## src/tesf_pkg.sv

```systemverilog
`timescale 1ns / 1ps
// ----------------------------------------------------------------------------
// tesf_pkg: shared types and constants
// Register indexes, state codes and the control group that feeds the cells.
// ----------------------------------------------------------------------------
package tesf_pkg;

    localparam int COORD_W = 32;
    localparam int SIZE_W  = 31;
    localparam int KEEP_W  = 4;
    localparam int CFG_IDX_W = 2;
    localparam int CFG_DAT_W = 32;

    localparam logic [CFG_IDX_W-1:0] REG_KEEP_COUNT = 2'd0;
    localparam logic [CFG_IDX_W-1:0] REG_SIZE_X     = 2'd1;
    localparam logic [CFG_IDX_W-1:0] REG_SIZE_Y     = 2'd2;
    localparam logic [CFG_IDX_W-1:0] REG_SIZE_Z     = 2'd3;

    typedef enum logic [1:0] {
        ST_RUN,
        ST_SUM,
        ST_DIV,
        ST_OUT
    } t_state;

    // control that travels along the cell row
    typedef struct packed {
        logic fill;     // write the value into the cell at the fill slot
        logic insert;   // offer the value for replacement
        logic shift;    // rotate the stored entries toward the summer
    } t_cell_ctl;

endpackage

```

## src/tesf_cell.sv

```systemverilog
`timescale 1ns / 1ps
// ----------------------------------------------------------------------------
// tesf_cell: one sorted slot of a low and a high store
// Holds one low and one high entry; sorted shift-insertion with its neighbor.
// ----------------------------------------------------------------------------
module tesf_cell (
    input  logic                          i_clk,
    input  tesf_pkg::t_cell_ctl           i_ctl,
    input  logic                          i_sel,      // this cell is in use
    input  logic                          i_fill_here,
    input  logic signed [31:0]            i_value,
    // neighbor toward the front (lower index) of the row
    input  logic                          i_prev_lo_take,
    input  logic                          i_prev_hi_take,
    input  logic signed [31:0]            i_prev_lo,
    input  logic signed [31:0]            i_prev_hi,
    input  logic                          i_first,
    // neighbor toward the back
    input  logic signed [31:0]            i_next_lo,
    input  logic signed [31:0]            i_next_hi,
    output logic                          o_lo_take,
    output logic                          o_hi_take,
    output logic signed [31:0]            o_lo,
    output logic signed [31:0]            o_hi
);
    import tesf_pkg::*;

    logic signed [31:0] r_lo, r_hi, n_lo, n_hi;

    // low store ascending, high store descending; the worst sits at the last used slot
    assign o_lo_take = i_sel && (i_value < r_lo);
    assign o_hi_take = i_sel && (i_value > r_hi);
    assign o_lo = r_lo;
    assign o_hi = r_hi;

    always_comb begin
        n_lo = r_lo;
        n_hi = r_hi;
        if (i_ctl.shift) begin
            n_lo = i_next_lo;
            n_hi = i_next_hi;
        end else if (i_ctl.fill) begin
            if (i_fill_here) begin
                n_lo = (!i_first && !i_prev_lo_take) ? i_value : i_prev_lo;
                n_hi = (!i_first && !i_prev_hi_take) ? i_value : i_prev_hi;
                if (i_first) begin
                    n_lo = i_value;
                    n_hi = i_value;
                end else begin
                    n_lo = i_prev_lo_take ? i_prev_lo : i_value;
                    n_hi = i_prev_hi_take ? i_prev_hi : i_value;
                end
            end else if (i_sel) begin
                if (o_lo_take) begin
                    n_lo = (i_first || !i_prev_lo_take) ? i_value : i_prev_lo;
                end
                if (o_hi_take) begin
                    n_hi = (i_first || !i_prev_hi_take) ? i_value : i_prev_hi;
                end
            end
        end else if (i_ctl.insert && i_sel) begin
            // drop the worst entry, shift the tail back by one
            if (o_lo_take) begin
                n_lo = (i_first || !i_prev_lo_take) ? i_value : i_prev_lo;
            end
            if (o_hi_take) begin
                n_hi = (i_first || !i_prev_hi_take) ? i_value : i_prev_hi;
            end
        end
    end

    always_ff @(posedge i_clk) begin
        r_lo <= n_lo;
        r_hi <= n_hi;
    end

endmodule

```

## src/tesf_axis.sv

```systemverilog
`timescale 1ns / 1ps
// ----------------------------------------------------------------------------
// tesf_axis: cell row and trimmed extent for one axis
// Keeps the sorted extremes, sums them by rotation, then divides bit-serially.
// ----------------------------------------------------------------------------
module tesf_axis #(
    parameter int KEEP_MAX = 10
) (
    input  logic                          i_clk,
    input  tesf_pkg::t_cell_ctl           i_ctl,
    input  logic [$clog2(KEEP_MAX+1)-1:0] i_count,     // entries held before this beat
    input  logic signed [31:0]            i_value,
    input  logic                          i_sum_clr,
    input  logic                          i_sum_en,
    input  logic                          i_div_start,
    input  logic                          i_div_step,
    input  logic [$clog2(KEEP_MAX+1)-1:0] i_div_n,
    input  logic [30:0]                   i_size,
    output logic [31:0]                   o_factor
);
    import tesf_pkg::*;

    localparam int CW   = $clog2(KEEP_MAX + 1);
    localparam int SW   = 32 + $clog2(KEEP_MAX + 1) + 1;  // signed sum width
    localparam int DENW = 31 + CW;
    localparam int NUMW = SW + 16;
    localparam int REMW = DENW + 1;

    logic               take_lo [KEEP_MAX];
    logic               take_hi [KEEP_MAX];
    logic signed [31:0] ent_lo  [KEEP_MAX];
    logic signed [31:0] ent_hi  [KEEP_MAX];

    genvar g;
    generate
        for (g = 0; g < KEEP_MAX; g++) begin : g_cell
            logic sel, fill_here;
            assign sel       = (CW'(g) < i_count);
            assign fill_here = (CW'(g) == i_count);
            tesf_cell u_cell (
                .i_clk         (i_clk),
                .i_ctl         (i_ctl),
                .i_sel         (sel),
                .i_fill_here   (fill_here),
                .i_value       (i_value),
                .i_prev_lo_take(g == 0 ? 1'b0 : take_lo[(g == 0) ? 0 : g-1]),
                .i_prev_hi_take(g == 0 ? 1'b0 : take_hi[(g == 0) ? 0 : g-1]),
                .i_prev_lo     (ent_lo[(g == 0) ? 0 : g-1]),
                .i_prev_hi     (ent_hi[(g == 0) ? 0 : g-1]),
                .i_first       (g == 0),
                .i_next_lo     (ent_lo[(g == KEEP_MAX-1) ? 0 : g+1]),
                .i_next_hi     (ent_hi[(g == KEEP_MAX-1) ? 0 : g+1]),
                .o_lo_take     (take_lo[g]),
                .o_hi_take     (take_hi[g]),
                .o_lo          (ent_lo[g]),
                .o_hi          (ent_hi[g])
            );
        end
    endgenerate

    // sum: entries rotate past cell 0 one per cycle
    logic signed [SW-1:0] r_diff;
    always_ff @(posedge i_clk) begin
        if (i_sum_clr) begin
            r_diff <= '0;
        end else if (i_sum_en) begin
            r_diff <= r_diff + SW'(ent_hi[0]) - SW'(ent_lo[0]);
        end
    end

    // restoring divider, one quotient bit a cycle
    logic [NUMW-1:0] r_num;
    logic [REMW-1:0] r_rem;
    logic [DENW-1:0] r_den;
    logic            r_neg;
    logic [REMW-1:0] rem_sh;
    logic            ge;

    assign rem_sh = {r_rem[REMW-2:0], r_num[NUMW-1]};
    assign ge     = rem_sh >= REMW'(r_den);

    always_ff @(posedge i_clk) begin
        if (i_div_start) begin
            r_num <= {r_diff, 16'd0};
            r_rem <= '0;
            r_den <= DENW'(i_div_n) * DENW'(i_size);
            r_neg <= (r_diff <= 0);
        end else if (i_div_step) begin
            r_rem <= ge ? rem_sh - REMW'(r_den) : rem_sh;
            r_num <= {r_num[NUMW-2:0], ge};
        end
    end

    always_comb begin
        if (r_neg) begin
            o_factor = '0;
        end else if (r_den == '0 || |r_num[NUMW-1:32]) begin
            o_factor = 32'hFFFF_FFFF;
        end else begin
            o_factor = r_num[31:0];
        end
    end

endmodule

```

## config.mk

```make
export PLATFORM = sky130hd
export DESIGN_NAME = tesf_axis
export DESIGN_NICKNAME = d
export VERILOG_FILES = /design/src/tesf_pkg.sv /design/src/tesf_cell.sv /design/src/tesf_axis.sv
export SDC_FILE = /design/constraint.sdc
export NUM_CORES = 2
export LEC_CHECK = 0
export ABC_AREA = 1
export ABC_CLOCK_PERIOD_IN_PS = 5400
export BUFFER_PORTS_ARGS = -buffer_cell sky130_fd_sc_hd__buf_2
export CAP_MARGIN = 5
export CORE_ASPECT_RATIO = 0.7
export CORE_MARGIN = 2
export CORE_UTILIZATION = 50
export DETAILED_ROUTE_END_ITERATION = 6
export PLACE_DENSITY = 0.66
export SYNTH_ARGS = -nofsm -noshare
export SYNTH_HDL_FRONTEND = slang
export SYNTH_HIERARCHICAL = 1
export SYNTH_SLANG_ARGS = --single-unit
```

## constraint.sdc

```tcl
create_clock -name i_clk -period 5.4 [get_ports i_clk]
set_input_delay 0.54 -clock i_clk [delete_from_list [all_inputs] [get_ports i_clk]]
set_output_delay 0.54 -clock i_clk [all_outputs]
set_load 0.05 [all_outputs]
```

==> flow_metrics.tcl <==
set metrics [dict create \
    gr-usage-all-layers_pct 37.11 \
    ant_nets 0 \
    setup_tns_ns 0 \
    dr.pass1.iters 7 \
    powerDensity_nw_per_um2 489.5 \
    place_congestion 0.9626 \
    drv_slew 0 \
    grt_max_degree 129 \
    hold_class "primary input to flip-flop" \
    routed-via-count 88710 \
    grt_antenna_before_repair 9 \
    fmax_mhz 233.2 \
    ir_drop_mv 0.3615 \
    tightest_slew_ns 1.203 \
    grt_pass1_vias 82470 \
    outcome "complete, but fails checks" \
    cts_sinks 801 \
    via_per_inst 6.062 \
    violations "DRC" \
    drc 15 \
    synthesis.area_um2 86140 \
    finalSetupViolCount 0 \
    path_cells "nor4_1 > nand4_1 > nor3_1 > nand2_1 > o21ai_0 > inv_1 > buf_2" \
    relSlewSlack_pct 19.78 \
    finalHoldViolCount 0 \
    design_area_um2 92340 \
    avgRoutedWirePerCell_um 23.08 \
    finalCritPeriodShare_pct 79.41 \
    period_needed_ns 4.288 \
    avgSynthCellArea_um2 6.895 \
    cp.required_ns 4.86 \
    gr-total-overflow 0 \
    fp.coreArea_um2 171100 \
    cts_tree "built" \
    ys_warn_count 6 \
    fillers 16530 \
    drt-total-wl_mm 337.7 \
    drive_gt1_share_pct 10.22 \
    crit_type "flip-flop to output port" \
    clock_skew_ns 0.02724 \
    hold_buffers 0 \
    syn_inst 12490 \
    cts_resized 0 \
    clk_latency_ns 0.76 \
    io_buffer_count 110 \
    worstPathMaxFanout 32 \
    cts.htree.levels 3 \
    ios 111 \
    drv_cap 0 \
    cp-start-kind "flip-flop" \
    final_nets 13210 \
    setup_slack_ns 1.112 \
    cp-end-kind "output port" \
    leakage_nw 48.66 \
    grt_first_pass_wirelength_mm 503.8 \
    rows 127 \
    place_ws_ns 0.8599 \
    areaGrowthSynthToFinish_pct 7.202 \
    cts_made_buffers 97 \
    root_buffer "clkbuf_16" \
    path_buf_inv 2 \
    r2r_setup_slack_ns 1.13 \
    crit_path_top_delay_cell "nor4_1" \
    clock_path_buffers 3 \
    die_w_um 500.1 \
    die_y_um 351.3 \
    placed_area_um2 89090 \
    clk_pin_slew_ns 0.06 \
    cts_setup_buffers 0 \
    holdWs_ns 0.1410 \
    cp.arrival_ns 3.75 \
    die_area_um2 175700 \
    hpwl_mm 241.5 \
    cp_top_family "simple AND/OR/NAND/NOR gates" \
    grt_setup_unrepaired "no" \
    drtIter0Drc 12100 \
    start_util_pct 50.33 \
    critPathMaxStageDelay_ns 0.66 \
]
## registers in the layout, summed over array words and instances (netlist names)
register,cells
g_cell.u_cell/o_hi,320
r_num,53
r_diff,37
r_neg,1
g_cell.u_cell/o_lo,320
r_den,35
r_rem,35
## power breakdown
group	switching [mW]	total, mW	leakage (nW)	internal, mW
Clock	3.08	7.08	1.57	4.01
Sequential	3.42	12.9	8.26	9.51
Combinational	16.4	25.2	38.8	8.81
## worst paths after layout
check,start,cells past startpoint,endpoint
hold reg to reg,r_rem[26],2,r_rem[26]
setup reg to reg,g_cell[0].u_cell/o_hi[31],18,g_cell[1].u_cell/o_hi[26]
hold / removal,i_size[0],3,r_den[0]
setup / recovery,r_num[35],7,o_factor[31]
## metal layers
| metal | track usage (%) | wire, um | vias up |
|---|---|---|---|
| met1 | 51.55 | 138400 | 41670 |
| met2 | 53.66 | 137900 | 5492 |
| li1 | - | - | 40590 |
| met5 | 0.2709 | 67 | - |
| met4 | 17.69 | 17670 | 2 |
| met3 | 9.306 | 43750 | 956 |
## worst register-to-register path: cells and delay by family, from the launching register on
| family | cells | cell delay (ns) |
|---|---|---|
| simple gates | 11 | 1.58 |
| flops | 1 | 0.71 |
| compound gates | 1 | 0.19 |
| mux | 1 | 0.43 |
| fa+ha+maj | 1 | 0.45 |
| buf+inv | 4 | 0.65 |
## placed cells by master, fill, tap and decap left out, types with 88 or more instances in the layout
cell	count
a21oi_1	472
buf_2	109
buf_4	200
clkbuf_16	101
dfxtp_1	88
edfxtp_1	713
fa_1	95
ha_1	742
inv_1	2130
mux2_2	620
nand2_1	3809
nand3_1	844
nand4_1	688
nor2_1	344
o21ai_0	876
## area by class of cell
| cell class | count | area, um^2 | share of cell area, % |
|---|---|---|---|
| Antenna cell | 5 | 12.51 | 0.01355 |
| Clock buffer | 119 | 2605 | 2.821 |
| Clock inverter | 57 | 635.6 | 0.6883 |
| Inverter | 2145 | 8051 | 8.720 |
| Multi-Input combinational cell | 8913 | 52420 | 56.76 |
| Sequential cell | 801 | 23170 | 25.09 |
| Tap cell | 2257 | 2824 | 3.058 |
| Timing Repair Buffer | 338 | 2623 | 2.840 |
## stage by stage
step	utilization, %	std cells	power, mW
2_1_floorplan	-	12500	29.02
3_3_place_gp	52.05	14450	36.39
3_5_place_dp	52.05	14450	37.20
4_1_cts	53.95	14630	44.36
5_1_grt	53.95	14630	48.41
6_report	53.96	14640	45.20
Note: power is estimated with default switching activity, not from simulation.
